[src/sv/llf_pkg.sv]
// Package for the lead-lag filter: data widths, fixed-point helpers, the
// microcode word layout and the control program held in a read-only table.
// No dependencies; every other file of the block refers to it by scoped names.
package llf_pkg;

    localparam int DATA_W    = 32;
    localparam int FRAC_BITS = 16;
    localparam int DT_W      = 16;
    localparam int DT_FRAC   = 16;
    localparam int OPND_W    = DATA_W + 1;
    localparam int PROD_W    = 2 * OPND_W;
    localparam int ACC_W     = PROD_W + 2;
    localparam int MAG_W     = ACC_W - 1;
    localparam int CFG_IDX_W = 3;
    localparam int STEP_W    = 5;
    localparam int CNT_W     = 5;

    typedef logic signed [DATA_W-1:0] data_t;
    typedef logic signed [OPND_W-1:0] opnd_t;
    typedef logic signed [PROD_W-1:0] prod_t;
    typedef logic signed [ACC_W-1:0]  acc_t;
    typedef logic [DT_W-1:0]          dt_t;
    typedef logic [STEP_W-1:0]        step_t;
    typedef logic [CNT_W-1:0]         cnt_t;

    localparam data_t DATA_MAX = data_t'({1'b0, {(DATA_W-1){1'b1}}});
    localparam data_t DATA_MIN = data_t'({1'b1, {(DATA_W-1){1'b0}}});
    localparam opnd_t FIX_TWO  = opnd_t'(2 * (1 << FRAC_BITS));
    localparam cnt_t  DIV_LAST = cnt_t'(DATA_W - 1);
    localparam data_t GAIN_ONE = data_t'(1 << FRAC_BITS);

    typedef enum logic [CFG_IDX_W-1:0] {
        REG_ZERO_COEF,
        REG_POLE_COEF,
        REG_DC_GAIN,
        REG_INPUT_GAIN,
        REG_INPUT_OFFSET
    } cfg_reg_t;

    typedef enum logic [2:0] {
        MA_SAMPLE,
        MA_TEMP,
        MA_ZERO,
        MA_POLE,
        MA_COEF
    } mula_t;

    typedef enum logic [2:0] {
        MB_GAIN,
        MB_DC,
        MB_DT,
        MB_YPREV,
        MB_X,
        MB_XPREV
    } mulb_t;

    typedef enum logic [2:0] {
        CO_HOLD,
        CO_TWO_MINUS_B,
        CO_A_PLUS_TWO,
        CO_A_MINUS_TWO,
        CO_TWO_PLUS_B
    } coef_op_t;

    typedef enum logic [1:0] {
        AO_HOLD,
        AO_SET,
        AO_ADD
    } acc_op_t;

    typedef enum logic [3:0] {
        ACT_NONE,
        ACT_LOAD,
        ACT_SAT_T,
        ACT_ADD_OFS,
        ACT_SAT_X,
        ACT_LD_ADT,
        ACT_LD_BDT,
        ACT_PREP,
        ACT_DIV_INIT,
        ACT_DIV,
        ACT_FIN,
        ACT_SAT_OVF,
        ACT_ZDIV,
        ACT_OUT
    } act_t;

    typedef enum logic [2:0] {
        J_NEXT,
        J_ALWAYS,
        J_WAIT_IN,
        J_WAIT_OUT,
        J_DEN_ZERO,
        J_QUO_OVF,
        J_LOOP
    } jmp_t;

    typedef struct packed {
        mula_t    mula;
        mulb_t    mulb;
        logic     mul_en;
        coef_op_t coef_op;
        acc_op_t  acc_op;
        act_t     act;
        jmp_t     jmp;
        step_t    target;
    } uword_t;

    typedef struct packed {
        logic in_valid;
        logic out_busy;
        logic den_zero;
        logic quo_ovf;
        logic cnt_zero;
    } cond_t;

    typedef struct packed {
        uword_t uw;
        logic   go;
    } ctrl_t;

    typedef struct packed {
        logic  ovf;
        data_t val;
    } sat_res_t;

    localparam step_t S_IDLE     = step_t'(0);
    localparam step_t S_MUL_SG   = step_t'(1);
    localparam step_t S_SAT_T    = step_t'(2);
    localparam step_t S_ADD_OFS  = step_t'(3);
    localparam step_t S_MUL_DC   = step_t'(4);
    localparam step_t S_SAT_X    = step_t'(5);
    localparam step_t S_LD_ADT   = step_t'(6);
    localparam step_t S_LD_BDT   = step_t'(7);
    localparam step_t S_COEF_B   = step_t'(8);
    localparam step_t S_MUL_Y    = step_t'(9);
    localparam step_t S_MUL_X    = step_t'(10);
    localparam step_t S_MUL_XP   = step_t'(11);
    localparam step_t S_ACC_LAST = step_t'(12);
    localparam step_t S_PREP     = step_t'(13);
    localparam step_t S_DIV_INIT = step_t'(14);
    localparam step_t S_DIV      = step_t'(15);
    localparam step_t S_FIN      = step_t'(16);
    localparam step_t S_SAT_OVF  = step_t'(17);
    localparam step_t S_ZDIV     = step_t'(18);
    localparam step_t S_OUT      = step_t'(19);

    // Product shifted right by FRAC_BITS (toward minus infinity), then saturated.
    function automatic sat_res_t sat_prod(prod_t p);
        sat_res_t r;
        logic [PROD_W-FRAC_BITS-DATA_W:0] upper;
        upper = p[PROD_W-1:FRAC_BITS+DATA_W-1];
        r.val = p[FRAC_BITS+DATA_W-1:FRAC_BITS];
        r.ovf = 1'b0;
        if (!((&upper) || (~|upper)))
        begin
            r.ovf = 1'b1;
            r.val = p[PROD_W-1] ? DATA_MIN : DATA_MAX;
        end
        return r;
    endfunction

    function automatic uword_t ucode(step_t pc);
        uword_t w;
        w.mula    = MA_SAMPLE;
        w.mulb    = MB_GAIN;
        w.mul_en  = 1'b0;
        w.coef_op = CO_HOLD;
        w.acc_op  = AO_HOLD;
        w.act     = ACT_NONE;
        w.jmp     = J_NEXT;
        w.target  = S_IDLE;
        case (pc)
            S_IDLE:
            begin
                w.act = ACT_LOAD;
                w.jmp = J_WAIT_IN;
            end
            S_MUL_SG:
            begin
                w.mula   = MA_SAMPLE;
                w.mulb   = MB_GAIN;
                w.mul_en = 1'b1;
            end
            S_SAT_T:   w.act = ACT_SAT_T;
            S_ADD_OFS: w.act = ACT_ADD_OFS;
            S_MUL_DC:
            begin
                w.mula   = MA_TEMP;
                w.mulb   = MB_DC;
                w.mul_en = 1'b1;
            end
            S_SAT_X:
            begin
                w.act    = ACT_SAT_X;
                w.mula   = MA_ZERO;
                w.mulb   = MB_DT;
                w.mul_en = 1'b1;
            end
            S_LD_ADT:
            begin
                w.act    = ACT_LD_ADT;
                w.mula   = MA_POLE;
                w.mulb   = MB_DT;
                w.mul_en = 1'b1;
            end
            S_LD_BDT:  w.act = ACT_LD_BDT;
            S_COEF_B:  w.coef_op = CO_TWO_MINUS_B;
            S_MUL_Y:
            begin
                w.mula    = MA_COEF;
                w.mulb    = MB_YPREV;
                w.mul_en  = 1'b1;
                w.coef_op = CO_A_PLUS_TWO;
            end
            S_MUL_X:
            begin
                w.mula    = MA_COEF;
                w.mulb    = MB_X;
                w.mul_en  = 1'b1;
                w.acc_op  = AO_SET;
                w.coef_op = CO_A_MINUS_TWO;
            end
            S_MUL_XP:
            begin
                w.mula    = MA_COEF;
                w.mulb    = MB_XPREV;
                w.mul_en  = 1'b1;
                w.acc_op  = AO_ADD;
                w.coef_op = CO_TWO_PLUS_B;
            end
            S_ACC_LAST: w.acc_op = AO_ADD;
            S_PREP:
            begin
                w.act    = ACT_PREP;
                w.jmp    = J_DEN_ZERO;
                w.target = S_ZDIV;
            end
            S_DIV_INIT:
            begin
                w.act    = ACT_DIV_INIT;
                w.jmp    = J_QUO_OVF;
                w.target = S_SAT_OVF;
            end
            S_DIV:
            begin
                w.act    = ACT_DIV;
                w.jmp    = J_LOOP;
                w.target = S_DIV;
            end
            S_FIN:
            begin
                w.act    = ACT_FIN;
                w.jmp    = J_ALWAYS;
                w.target = S_OUT;
            end
            S_SAT_OVF:
            begin
                w.act    = ACT_SAT_OVF;
                w.jmp    = J_ALWAYS;
                w.target = S_OUT;
            end
            S_ZDIV:    w.act = ACT_ZDIV;
            S_OUT:
            begin
                w.act    = ACT_OUT;
                w.jmp    = J_WAIT_OUT;
                w.target = S_IDLE;
            end
            default:
            begin
                w.jmp    = J_ALWAYS;
                w.target = S_IDLE;
            end
        endcase
        return w;
    endfunction

endpackage

[src/sv/llf_if.sv]
// Channel interfaces of the lead-lag filter: the sample channel and the
// result channel, each with valid, ready and its payload.
// Depends on llf_pkg for the field widths.
interface llf_sample_if;
    logic                              valid;
    logic                              ready;
    logic signed [llf_pkg::DATA_W-1:0] sample;
    logic [llf_pkg::DT_W-1:0]          time_step;

    modport source(output valid, output sample, output time_step, input ready);
    modport sink(input valid, input sample, input time_step, output ready);
endinterface

interface llf_result_if;
    logic                              valid;
    logic                              ready;
    logic signed [llf_pkg::DATA_W-1:0] filtered;
    logic                              overflow;

    modport source(output valid, output filtered, output overflow, input ready);
    modport sink(input valid, input filtered, input overflow, output ready);
endinterface

[src/sv/lead_lag_filter.sv]
// Top level of the first-order lead-lag filter: configuration registers,
// fixed-point datapath and output register. Depends on llf_pkg, llf_if and
// llf_sequencer.
//
// The filter takes one sample transaction at a time and returns one result
// transaction for it. A control program steps a single 33x33 multiplier, an
// accumulator and a restoring divider that yields one quotient bit per cycle.
// A transaction runs the division unless the quotient is known to saturate
// or the divisor is zero. The program returns to the idle step, where the
// next sample is accepted, in the cycle after the result is loaded, so a new
// transaction starts only once the previous one is through. The output
// register holds a finished result while the next sample is accepted; the
// program waits only if a second result is ready before the first has been
// taken.
module lead_lag_filter
(
    input  logic                                clk,
    input  logic                                rst_n,
    llf_sample_if.sink                          samples,
    llf_result_if.source                        results,
    input  logic                                cfg_we,
    input  logic [llf_pkg::CFG_IDX_W-1:0]       cfg_index,
    input  logic [llf_pkg::DATA_W-1:0]          cfg_data
);

    localparam int DW  = llf_pkg::DATA_W;
    localparam int OW  = llf_pkg::OPND_W;
    localparam int PW  = llf_pkg::PROD_W;
    localparam int AW  = llf_pkg::ACC_W;
    localparam int MW  = llf_pkg::MAG_W;
    localparam int DTW = llf_pkg::DT_W;

    llf_pkg::cond_t cond;
    llf_pkg::ctrl_t ctrl;
    llf_pkg::uword_t uw;

    llf_pkg::data_t zero_coef_reg;
    llf_pkg::data_t pole_coef_reg;
    llf_pkg::data_t dc_gain_reg;
    llf_pkg::data_t input_gain_reg;
    llf_pkg::data_t input_offset_reg;
    llf_pkg::data_t y_prev_reg;
    llf_pkg::data_t x_prev_reg;
    logic           out_valid_reg;

    llf_pkg::data_t  s_reg;
    llf_pkg::dt_t    dt_reg;
    llf_pkg::prod_t  prod_reg;
    llf_pkg::data_t  t_reg;
    llf_pkg::data_t  x_reg;
    llf_pkg::opnd_t  adt_reg;
    llf_pkg::opnd_t  bdt_reg;
    llf_pkg::opnd_t  coef_reg;
    llf_pkg::acc_t   acc_reg;
    logic [MW-1:0]   mag_reg;
    logic [OW-1:0]   dmag_reg;
    logic            neg_reg;
    logic [OW-1:0]   rem_reg;
    logic [DW-1:0]   quo_reg;
    llf_pkg::cnt_t   cnt_reg;
    llf_pkg::data_t  y_reg;
    logic            ovf_reg;
    llf_pkg::data_t  filtered_reg;
    logic            overflow_reg;

    llf_pkg::opnd_t   mul_a;
    llf_pkg::opnd_t   mul_b;
    llf_pkg::prod_t   prod_next;
    llf_pkg::sat_res_t sat_p;
    logic [OW-1:0]    ofs_sum;
    llf_pkg::opnd_t   coef_next;
    llf_pkg::acc_t    acc_neg;
    logic [OW-1:0]    coef_neg;
    logic [OW+1:0]    div_diff;
    logic             div_ge;
    logic             fire;

    assign uw   = ctrl.uw;
    assign fire = ctrl.go;

    assign cond.in_valid = samples.valid;
    assign cond.out_busy = out_valid_reg && !results.ready;
    assign cond.den_zero = (coef_reg == '0);
    assign cond.quo_ovf  = (mag_reg[MW-1:DW] >= {{(MW-DW-OW){1'b0}}, dmag_reg});
    assign cond.cnt_zero = (cnt_reg == '0);

    llf_sequencer u_seq
    (
        .clk   (clk),
        .rst_n (rst_n),
        .cond  (cond),
        .ctrl  (ctrl)
    );

    assign samples.ready    = (uw.jmp == llf_pkg::J_WAIT_IN);
    assign results.valid    = out_valid_reg;
    assign results.filtered = filtered_reg;
    assign results.overflow = overflow_reg;

    always_comb
    begin
        case (uw.mula)
            llf_pkg::MA_SAMPLE: mul_a = {s_reg[DW-1], s_reg};
            llf_pkg::MA_TEMP:   mul_a = {t_reg[DW-1], t_reg};
            llf_pkg::MA_ZERO:   mul_a = {zero_coef_reg[DW-1], zero_coef_reg};
            llf_pkg::MA_POLE:   mul_a = {pole_coef_reg[DW-1], pole_coef_reg};
            llf_pkg::MA_COEF:   mul_a = coef_reg;
            default:            mul_a = coef_reg;
        endcase
        case (uw.mulb)
            llf_pkg::MB_GAIN:  mul_b = {input_gain_reg[DW-1], input_gain_reg};
            llf_pkg::MB_DC:    mul_b = {dc_gain_reg[DW-1], dc_gain_reg};
            llf_pkg::MB_DT:    mul_b = {{(OW-DTW){1'b0}}, dt_reg};
            llf_pkg::MB_YPREV: mul_b = {y_prev_reg[DW-1], y_prev_reg};
            llf_pkg::MB_X:     mul_b = {x_reg[DW-1], x_reg};
            llf_pkg::MB_XPREV: mul_b = {x_prev_reg[DW-1], x_prev_reg};
            default:           mul_b = {x_reg[DW-1], x_reg};
        endcase
        prod_next = mul_a * mul_b;
        case (uw.coef_op)
            llf_pkg::CO_TWO_MINUS_B: coef_next = llf_pkg::FIX_TWO - bdt_reg;
            llf_pkg::CO_A_PLUS_TWO:  coef_next = adt_reg + llf_pkg::FIX_TWO;
            llf_pkg::CO_A_MINUS_TWO: coef_next = adt_reg - llf_pkg::FIX_TWO;
            llf_pkg::CO_TWO_PLUS_B:  coef_next = llf_pkg::FIX_TWO + bdt_reg;
            default:                 coef_next = coef_reg;
        endcase
    end

    assign sat_p    = llf_pkg::sat_prod(prod_reg);
    assign ofs_sum  = {t_reg[DW-1], t_reg} + {input_offset_reg[DW-1], input_offset_reg};
    assign acc_neg  = -acc_reg;
    assign coef_neg = -coef_reg;
    assign div_diff = {1'b0, rem_reg, quo_reg[DW-1]} - {2'b00, dmag_reg};
    assign div_ge   = !div_diff[OW+1];

    always_ff @(posedge clk or negedge rst_n)
    begin
        if (!rst_n)
        begin
            zero_coef_reg    <= '0;
            pole_coef_reg    <= '0;
            dc_gain_reg      <= '0;
            input_gain_reg   <= llf_pkg::GAIN_ONE;
            input_offset_reg <= '0;
            y_prev_reg       <= '0;
            x_prev_reg       <= '0;
            out_valid_reg    <= 1'b0;
        end
        else
        begin
            if (cfg_we)
            begin
                case (cfg_index)
                    llf_pkg::REG_ZERO_COEF:    zero_coef_reg    <= cfg_data;
                    llf_pkg::REG_POLE_COEF:    pole_coef_reg    <= cfg_data;
                    llf_pkg::REG_DC_GAIN:      dc_gain_reg      <= cfg_data;
                    llf_pkg::REG_INPUT_GAIN:   input_gain_reg   <= cfg_data;
                    llf_pkg::REG_INPUT_OFFSET: input_offset_reg <= cfg_data;
                    default:                   ;
                endcase
            end
            if (fire && uw.act == llf_pkg::ACT_OUT)
            begin
                out_valid_reg <= 1'b1;
                y_prev_reg    <= y_reg;
                x_prev_reg    <= x_reg;
            end
            else if (results.ready)
            begin
                out_valid_reg <= 1'b0;
            end
        end
    end

    always_ff @(posedge clk)
    begin
        if (fire)
        begin
            if (uw.mul_en)
            begin
                prod_reg <= prod_next;
            end
            coef_reg <= coef_next;
            case (uw.acc_op)
                llf_pkg::AO_SET: acc_reg <= {{(AW-PW){prod_reg[PW-1]}}, prod_reg};
                llf_pkg::AO_ADD: acc_reg <= acc_reg + {{(AW-PW){prod_reg[PW-1]}}, prod_reg};
                default:         acc_reg <= acc_reg;
            endcase
            case (uw.act)
                llf_pkg::ACT_LOAD:
                begin
                    s_reg   <= samples.sample;
                    dt_reg  <= samples.time_step;
                    ovf_reg <= 1'b0;
                end
                llf_pkg::ACT_SAT_T:
                begin
                    t_reg <= sat_p.val;
                    if (sat_p.ovf)
                    begin
                        ovf_reg <= 1'b1;
                    end
                end
                llf_pkg::ACT_ADD_OFS:
                begin
                    if (ofs_sum[OW-1] != ofs_sum[DW-1])
                    begin
                        ovf_reg <= 1'b1;
                        t_reg   <= ofs_sum[OW-1] ? llf_pkg::DATA_MIN : llf_pkg::DATA_MAX;
                    end
                    else
                    begin
                        t_reg <= ofs_sum[DW-1:0];
                    end
                end
                llf_pkg::ACT_SAT_X:
                begin
                    x_reg <= sat_p.val;
                    if (sat_p.ovf)
                    begin
                        ovf_reg <= 1'b1;
                    end
                end
                llf_pkg::ACT_LD_ADT:
                begin
                    adt_reg <= prod_reg[llf_pkg::DT_FRAC+OW-1:llf_pkg::DT_FRAC];
                end
                llf_pkg::ACT_LD_BDT:
                begin
                    bdt_reg <= prod_reg[llf_pkg::DT_FRAC+OW-1:llf_pkg::DT_FRAC];
                end
                llf_pkg::ACT_PREP:
                begin
                    mag_reg  <= acc_reg[AW-1] ? acc_neg[MW-1:0] : acc_reg[MW-1:0];
                    dmag_reg <= coef_reg[OW-1] ? coef_neg : coef_reg;
                    neg_reg  <= acc_reg[AW-1] ^ coef_reg[OW-1];
                end
                llf_pkg::ACT_DIV_INIT:
                begin
                    rem_reg <= mag_reg[DW+OW-1:DW];
                    quo_reg <= mag_reg[DW-1:0];
                    cnt_reg <= llf_pkg::DIV_LAST;
                end
                llf_pkg::ACT_DIV:
                begin
                    rem_reg <= div_ge ? div_diff[OW-1:0] : {rem_reg[OW-2:0], quo_reg[DW-1]};
                    quo_reg <= {quo_reg[DW-2:0], div_ge};
                    cnt_reg <= cnt_reg - llf_pkg::cnt_t'(1);
                end
                llf_pkg::ACT_FIN:
                begin
                    if (neg_reg)
                    begin
                        if (quo_reg[DW-1] && (|quo_reg[DW-2:0]))
                        begin
                            y_reg   <= llf_pkg::DATA_MIN;
                            ovf_reg <= 1'b1;
                        end
                        else
                        begin
                            y_reg <= -quo_reg;
                        end
                    end
                    else if (quo_reg[DW-1])
                    begin
                        y_reg   <= llf_pkg::DATA_MAX;
                        ovf_reg <= 1'b1;
                    end
                    else
                    begin
                        y_reg <= quo_reg;
                    end
                end
                llf_pkg::ACT_SAT_OVF:
                begin
                    y_reg   <= neg_reg ? llf_pkg::DATA_MIN : llf_pkg::DATA_MAX;
                    ovf_reg <= 1'b1;
                end
                llf_pkg::ACT_ZDIV:
                begin
                    ovf_reg <= 1'b1;
                    if (acc_reg[AW-1])
                    begin
                        y_reg <= llf_pkg::DATA_MIN;
                    end
                    else if (acc_reg != '0)
                    begin
                        y_reg <= llf_pkg::DATA_MAX;
                    end
                    else
                    begin
                        y_reg <= '0;
                    end
                end
                llf_pkg::ACT_OUT:
                begin
                    filtered_reg <= y_reg;
                    overflow_reg <= ovf_reg;
                end
                default:
                begin
                end
            endcase
        end
    end

endmodule

[src/sv/llf_sequencer.sv]
// Microcode sequencer of the lead-lag filter: step counter, control table
// lookup and conditional jumps. Depends on llf_pkg for the program and types.
module llf_sequencer
(
    input  logic            clk,
    input  logic            rst_n,
    input  llf_pkg::cond_t  cond,
    output llf_pkg::ctrl_t  ctrl
);

    llf_pkg::step_t pc_reg;
    llf_pkg::step_t pc_next;
    llf_pkg::uword_t uw;
    logic go;
    logic taken;

    always_comb
    begin
        uw    = llf_pkg::ucode(pc_reg);
        go    = 1'b1;
        taken = 1'b0;
        unique case (uw.jmp)
            llf_pkg::J_NEXT:     taken = 1'b0;
            llf_pkg::J_ALWAYS:   taken = 1'b1;
            llf_pkg::J_WAIT_IN:  go = cond.in_valid;
            llf_pkg::J_WAIT_OUT:
            begin
                go    = !cond.out_busy;
                taken = 1'b1;
            end
            llf_pkg::J_DEN_ZERO: taken = cond.den_zero;
            llf_pkg::J_QUO_OVF:  taken = cond.quo_ovf;
            llf_pkg::J_LOOP:     taken = !cond.cnt_zero;
            default:             taken = 1'b1;
        endcase
        if (!go)
        begin
            pc_next = pc_reg;
        end
        else if (taken)
        begin
            pc_next = uw.target;
        end
        else
        begin
            pc_next = pc_reg + llf_pkg::step_t'(1);
        end
        ctrl.uw = uw;
        ctrl.go = go;
    end

    always_ff @(posedge clk or negedge rst_n)
    begin
        if (!rst_n)
        begin
            pc_reg <= llf_pkg::S_IDLE;
        end
        else
        begin
            pc_reg <= pc_next;
        end
    end

endmodule
[src/flat_wrapper.sv]
// flat-port wrapper written by rule: the top's interface ports become plain ports
module lead_lag_filter_flat 
  (clk, rst_n, cfg_we, cfg_index, cfg_data, samples_valid, samples_sample, samples_time_step, samples_ready, results_valid, results_filtered, results_overflow, results_ready);
  llf_sample_if samples_i ();
  llf_result_if results_i ();
  input  logic clk;
  input  logic rst_n;
  input  logic cfg_we;
  input  logic [llf_pkg::CFG_IDX_W-1:0] cfg_index;
  input  logic [llf_pkg::DATA_W-1:0] cfg_data;
  input wire logic [$bits(samples_i.valid)-1:0] samples_valid;
  input wire logic [$bits(samples_i.sample)-1:0] samples_sample;
  input wire logic [$bits(samples_i.time_step)-1:0] samples_time_step;
  output wire logic [$bits(samples_i.ready)-1:0] samples_ready;
  output wire logic [$bits(results_i.valid)-1:0] results_valid;
  output wire logic [$bits(results_i.filtered)-1:0] results_filtered;
  output wire logic [$bits(results_i.overflow)-1:0] results_overflow;
  input wire logic [$bits(results_i.ready)-1:0] results_ready;
  assign samples_i.valid = samples_valid;
  assign samples_i.sample = samples_sample;
  assign samples_i.time_step = samples_time_step;
  assign samples_ready = samples_i.ready;
  assign results_valid = results_i.valid;
  assign results_filtered = results_i.filtered;
  assign results_overflow = results_i.overflow;
  assign results_i.ready = results_ready;
  lead_lag_filter u_core (.clk(clk), .rst_n(rst_n), .samples(samples_i), .results(results_i), .cfg_we(cfg_we), .cfg_index(cfg_index), .cfg_data(cfg_data));
endmodule
[config.mk]
export PLATFORM = sky130hd
export DESIGN_NAME = lead_lag_filter_flat
export DESIGN_NICKNAME = d
export VERILOG_FILES = /design/src/sv/llf_pkg.sv /design/src/sv/llf_if.sv /design/src/sv/lead_lag_filter.sv /design/src/sv/llf_sequencer.sv /design/src/flat_wrapper.sv
export SDC_FILE = /design/constraint.sdc
export NUM_CORES = 2
export LEC_CHECK = 0
export ABC_AREA = 1
export BUFFER_PORTS_ARGS = -buffer_cell sky130_fd_sc_hd__buf_2
export CAP_MARGIN = 20
export CORE_MARGIN = 3
export CORE_UTILIZATION = 56
export DETAILED_ROUTE_END_ITERATION = 10
export PLACE_DENSITY = 0.74
export RECOVER_POWER = 100
export SLEW_MARGIN = 20
export SYNTH_ARGS = -nofsm -noshare
export SYNTH_HDL_FRONTEND = slang
export SYNTH_SLANG_ARGS = --single-unit
export TNS_END_PERCENT = 20
[constraint.sdc]
create_clock -name clk -period 15.5 [get_ports clk]
set_input_delay 0.775 -clock clk [delete_from_list [all_inputs] [get_ports clk]]
set_output_delay 0.775 -clock clk [all_outputs]
set_load 0.05 [all_outputs]
### Yosys cells after proc, flatten, opt, wreduce, memory -nomap -nowiden

Index checks and enable logic that the tools add are counted.

* add/sub/neg operators: 12
* multiply operators: 1
* $lt $le $gt $ge: 1
* equal/unequal tests: 59
* mux-type cells: 39
* bitwise operators: 1
* reductions and logical operators: 51

Operator list (count)
* $pmux W33 S4: 2
* $mux W32: 8
* $pmux W33 S5: 1
* $pmux W68 S2: 1
* $pmux W32 S2: 2
* $pmux W32 S3: 1
* $add A68 B68 Y68: 1
* $reduce_bool A68 Y1: 1
* $mux W67: 1
* $neg A67 Y67: 1
* $mul A33 B33 Y66: 1
* $mux W33: 2
* $pmux W33 S2: 1
* $mux W31: 2
* $pmux W4 S13: 1
* $pmux W7 S7: 1
* $eq A5 B4 Y1 const B: 8
* $ge A35 B33 Y1: 1
* $sub A34 B33 Y35: 1
* $reduce_and A2 Y1: 17
* $add A19 B33 Y33 const A: 1
* $add A32 B32 Y33: 1
* $add A33 B19 Y33 const B: 1
* $logic_not A33 Y1: 1
* other kinds (49): 106

* flip-flop bits (word level): 812
* bits of input ports: 88
* output and inout bits: 35
* word-level logic and storage cells: 193

### Longest topological paths before layout

* depth after elaboration: 7
* mapped depth: 46
* mapped depth without buffers: 44

### Hierarchy

A second synthesis with hierarchy kept.

* cell total of the unflattened synthesis: 10876
* area total of the unflattened synthesis: 88553.7 µm²

By module, submodules not included
* lead_lag_filter: instances 1, cells an instance 10733, area an instance 87699.1 µm², seq. area each 23108.4 µm²
* llf_sequencer: instances 1, cells an instance 143, area an instance 854.6 µm², seq. area each 125.1 µm²

### Worst setup path before layout

OpenSTA, ideal clock, no wires.

* path type: reg-to-reg
* from: reg u_core.u_seq.pc_reg[0]
* to: reg u_core.prod_reg[56], data pin
* library setup time: 257 ps
* arrival time: 8649 ps
* required time: 15243 ps
* path slack: 6594 ps
* cell stages (with the launch flop): 38
* path buffers: 2
* clock period less this slack: 8906 ps
* cells stage by stage: dfrtp_1 inv_1 ha_1 inv_1 nor2_1 nand2_1 nand2_1 nand2_1 inv_2 clkbuf_1 nand2_1 nand4_1 o21ai_4 inv_2 buf_2 nand2_1 fa_1 inv_1 [... 2 more ...] fa_1 fa_1 fa_1 fa_1 inv_1 fa_1 inv_1 ha_1 nand2_1 nor2_1 inv_1 nor2_1 inv_1 nor2_1 nand4_1 or2_2 o2111ai_1 nand2_1

* word-level cells in the longest chain between the ends: 5
* elaborated cells on any way between the ends: 20
* those cells by class: mul: 1; eq/ne: 14; mux: 3; reduce/logical: 2

RTL lines
* start: declaration: line llf_sequencer.sv:11 `llf_pkg::step_t pc_reg;`
* start signal: assignment: line llf_sequencer.sv:56 `pc_reg <= llf_pkg::S_IDLE;`
* start signal: assignment: line llf_sequencer.sv:60 `pc_reg <= pc_next;`
* $eq A5 B4 Y1 (tied with other cells): line llf_pkg.sv:173 `case (pc)`
* $pmux W7 S7 *: line llf_pkg.sv:173
* $eq A3 B3 Y1 (tied with other cells): line lead_lag_filter.sv:110 `case (uw.mulb)`
* $pmux W33 S5 / $pmux W33 S4 (equally long branches): line lead_lag_filter.sv:110, lead_lag_filter.sv:102
* $mul A33 B33 Y66 *: line lead_lag_filter.sv:119 `prod_next = mul_a * mul_b;`
* net u_core.prod_next[56]: line lead_lag_filter.sv:68 `llf_pkg::prod_t prod_next;`
* end signal: assignment: line lead_lag_filter.sv:181 `prod_reg <= prod_next;`
* end: declaration: line lead_lag_filter.sv:48 `llf_pkg::prod_t prod_reg;`

Mark *: on every way through the listed nets, which the timed path passes. The rest lies on a longest branch.
A chain may end at the register's enable or synchronous reset.

### Worst setup path in the final report

* from: reg u_core.u_seq.pc_reg[1]
* to: reg u_core.prod_reg[38], data pin

The elaborated chain is that of the path after synthesis.

==> metrics.txt <==
# TYPE chip_impl_metric gauge
chip_impl_info{name="status",value="complete, but fails checks"} 1
chip_impl_info{name="failed_checks",value="max-capacitance violations, max-slew violations"} 1
chip_impl_metric{name="insertion_delay",unit="ns"} 0.73
chip_impl_info{name="critical-path-slowest-cell",value="sky130_fd_sc_hd__clkbuf_1"} 1
chip_impl_info{name="ys.flop_type",value="sky130_fd_sc_hd__edfxtp_1"} 1
chip_impl_metric{name="synth_area",unit="µm²"} 87200
chip_impl_metric{name="worst-r2r-cell-count",unit=""} 39
chip_impl_metric{name="gpl.final_weighted_congestion",unit=""} 1.05
chip_impl_metric{name="port_buffers",unit=""} 122
chip_impl_metric{name="routed_via_density",unit=""} 5.94
chip_impl_metric{name="critPathArrivalTime",unit="ns"} 13.90
chip_impl_metric{name="die_y",unit="µm"} 401
chip_impl_metric{name="synth_sequential_area_ratio",unit=""} 0.266
chip_impl_metric{name="die_w",unit="µm"} 401
chip_impl_metric{name="period_minus_slack",unit="ns"} 13.47
chip_impl_metric{name="yosys_warnings",unit=""} 0
chip_impl_metric{name="die-area",unit="µm²"} 161000
chip_impl_info{name="cts_tree",value="built"} 1
chip_impl_info{name="hp_class",value="in -> reg"} 1
chip_impl_metric{name="min_path_cells",unit=""} 1
chip_impl_metric{name="first_global_vias",unit=""} 75100
chip_impl_metric{name="yosysUniqueCellTypes",unit=""} 63
chip_impl_metric{name="holdWs",unit="ns"} 0.226
chip_impl_metric{name="route.antenna.remaining_nets",unit=""} 0
chip_impl_metric{name="floorplan.io_pins",unit=""} 123
chip_impl_metric{name="synthToLayoutAreaGrowth",unit="%"} 6.09
chip_impl_metric{name="cts.hold.buffers_added",unit=""} 0
chip_impl_metric{name="first_pass_grt_wire_length",unit="µm"} 472000
chip_impl_metric{name="final-setup-viol-count",unit=""} 0
chip_impl_metric{name="post-synth-top-area-fraction",unit=""} 0.264
chip_impl_metric{name="coreArea",unit="µm²"} 154000
chip_impl_metric{name="relative_slew_margins",unit=""} -2.91
chip_impl_info{name="critical_path_class",value="reg -> reg"} 1
chip_impl_metric{name="grt.overflow.total",unit=""} 0
chip_impl_metric{name="worst_clock_skew",unit="ns"} 0.0486
chip_impl_metric{name="place_hpwl",unit="µm"} 253000
chip_impl_metric{name="clock_sinks",unit=""} 812
chip_impl_metric{name="remaining_drcs",unit=""} 0
chip_impl_info{name="critPathMostFrequentCell",value="sky130_fd_sc_hd__nand2_1"} 1
chip_impl_metric{name="htree_levels",unit=""} 3
chip_impl_info{name="ctsRootBufferMaster",value="sky130_fd_sc_hd__clkbuf_16"} 1
chip_impl_metric{name="final_hold_viol_count",unit=""} 0
chip_impl_metric{name="post_synthesis_register_bit_count",unit=""} 812
chip_impl_metric{name="grtUsageTotal",unit=""} 0.394
chip_impl_info{name="worstSetupEndpointType",value="register"} 1
chip_impl_info{name="start_kind",value="register"} 1
chip_impl_metric{name="synth_edf_count",unit=""} 582
chip_impl_metric{name="worst_slew_pin_slew",unit="ns"} 5.87
chip_impl_metric{name="post-route-period-util",unit=""} 0.869
chip_impl_metric{name="critPathMaxFanout",unit=""} 44
chip_impl_metric{name="largest_register_ff_count",unit=""} 68
chip_impl_metric{name="post_detailed_routing_wire_length",unit="µm"} 317000
chip_impl_metric{name="post_drt_wl_per_cell",unit="µm"} 25.0
chip_impl_metric{name="start_util",unit=""} 0.565
chip_impl_metric{name="maxSlewViolCount",unit=""} 1766
chip_impl_metric{name="synth-async-reset-ratio",unit=""} 0.283
chip_impl_metric{name="placement_rows",unit=""} 144
chip_impl_metric{name="nets",unit=""} 12200
chip_impl_metric{name="max_freq",unit="MHz"} 74.3
chip_impl_metric{name="grt_antenna_before_repair",unit=""} 9
chip_impl_metric{name="cts.repair_timing.setup_buffer_count",unit=""} 0
chip_impl_metric{name="final_layout_size_suffix_gt1_frac",unit=""} 0.0428
chip_impl_metric{name="crit_path_max_incr_delay",unit="ns"} 1.34
chip_impl_info{name="synthTopCellsByArea",value="sky130_fd_sc_hd__fa_1, sky130_fd_sc_hd__edfxtp_1, sky130_fd_sc_hd__nand2_1, sky130_fd_sc_hd__inv_1, sky130_fd_sc_hd__dfrtp_1"} 1
chip_impl_metric{name="drt-initial-drc-count",unit=""} 9390
chip_impl_metric{name="layout.filler_cells",unit=""} 13900
chip_impl_metric{name="inserted_clock_buffers",unit=""} 91
chip_impl_info{name="synth_top_cells_by_count",value="sky130_fd_sc_hd__nand2_1, sky130_fd_sc_hd__inv_1, sky130_fd_sc_hd__nor2_1, sky130_fd_sc_hd__fa_1, sky130_fd_sc_hd__edfxtp_1"} 1
chip_impl_metric{name="crit_required",unit="ns"} 15.93
chip_impl_metric{name="cts.clk_slew.worst_paths",unit="ns"} 0.06
chip_impl_info{name="rsz0062_at_grt",value="no"} 1
chip_impl_metric{name="net_count_synth",unit=""} 12200
chip_impl_metric{name="post_cts_resize_count",unit=""} 0
chip_impl_metric{name="detail_route.first_pass.iterations",unit=""} 9
chip_impl_metric{name="clockBufferDepth",unit=""} 3
chip_impl_metric{name="r2r_slack",unit="ns"} 2.03
chip_impl_info{name="synthMostInstantiatedCell",value="sky130_fd_sc_hd__nand2_1"} 1
chip_impl_metric{name="synth.avg_cell_area",unit="µm²"} 8.28
chip_impl_metric{name="total_via_count_in_the_routed_design",unit=""} 75200
chip_impl_metric{name="syn-instance-count",unit=""} 10500
chip_impl_metric{name="timing.max_cap.violations",unit=""} 34
chip_impl_metric{name="final.setup.tns",unit="ns"} 0
chip_impl_metric{name="grt_start_max_net_pins",unit=""} 103
chip_impl_info{name="synth_area_leader_cell",value="sky130_fd_sc_hd__fa_1"} 1
[through the flow]
step | worst slack (ns) | utilization | area, µm² | std cells
floorplan | 6.59 | - | 87200 | 10500
global placement | 4.00 | 0.581 | 89700 | 12500
detailed placement | 4.03 | 0.581 | 89700 | 12500
CTS | 3.95 | 0.601 | 92900 | 12700
global route | 1.69 | 0.599 | 92600 | 12700
finish | 2.03 | 0.599 | 92600 | 12700
[worst paths after layout]
path / start / endpoint
setup / recovery: u_core.u_seq.pc_reg[1] / u_core.prod_reg[38]
hold / removal: samples_time_step[9] / u_core.dt_reg[9]
setup reg to reg: u_core.u_seq.pc_reg[1] / u_core.prod_reg[38]
hold reg to reg: u_core.y_reg[28] / u_core.results.filtered[28]
max in group asynchronous: rst_n / u_core.y_prev_reg[24]
min in group asynchronous: rst_n / u_core.dc_gain_reg[10]
[cells in the final DEF, fill, tap and decap left out, drive strengths merged, types with 6 or more instances in the layout]
master / instances
and2: 8
fa: 1149
a31oi: 23
dfrtp: 229
a22oi: 41
o221ai: 9
nand3b: 40
a21oi: 382
o21ai: 599
nand4: 140
or2: 22
o21bai: 30
ha: 395
nor2: 1287
a21o: 24
o21a: 8
nor4: 39
bufinv: 9
inv: 1905
clkbuf: 202
nand2: 2531
xor2: 203
edfxtp: 582
o211ai: 18
buf: 149
nor3: 95
clkinvlp: 6
a21boi: 14
clkinv: 38
xnor2: 66
nand3: 346
[per-layer routing]
layer	up-vias	share of wire	track usage
met4	6	0.082	0.260
met5	-	0.00015	0
met1	36600	0.38	0.525
met2	4715	0.43	0.587
li1	32800	-	-
met3	1141	0.11	0.0835
[area by class of cell]
| class | count | area (µm²) | area share |
|---|---|---|---|
| diodes | 1 | 2.50 | 0.0000270 |
| clock buffers | 113 | 2470 | 0.0267 |
| well taps | 2044 | 2560 | 0.0276 |
| inverters | 1899 | 7130 | 0.0771 |
| clock inverters | 59 | 631 | 0.00681 |
| repair buffers | 238 | 1270 | 0.0138 |
| flip-flops and latches | 812 | 23200 | 0.251 |
| multi-input cells | 7497 | 55200 | 0.597 |
[worst max-delay path, delay by kind of cell (launching register included)]
family | cells | cell delay (ns)
AO/OA/AOI/OAI | 6 | 1.96
adder cells (fa/ha/maj) | 10 | 3.88
buffers and inverters | 11 | 3.67
flip-flops | 1 | 0.43
AND/OR/NAND/NOR | 12 | 3.16
[kinds of logic after synthesis]
kind of cell / after synthesis / synth area share
and+or+nand+nor: 4517 / 0.210
buffers and inverters: 2226 / 0.101
adders and majority gates: 1544 / 0.320
AOI/OAI and AO/OA: 1167 / 0.0754
DFF: 812 / 0.266
xor gates and xnor gates: 269 / 0.0270
Power is left out: the tool's default activity adds up to more than one toggle a clock period on the data nets, which glitch-free logic cannot reach.
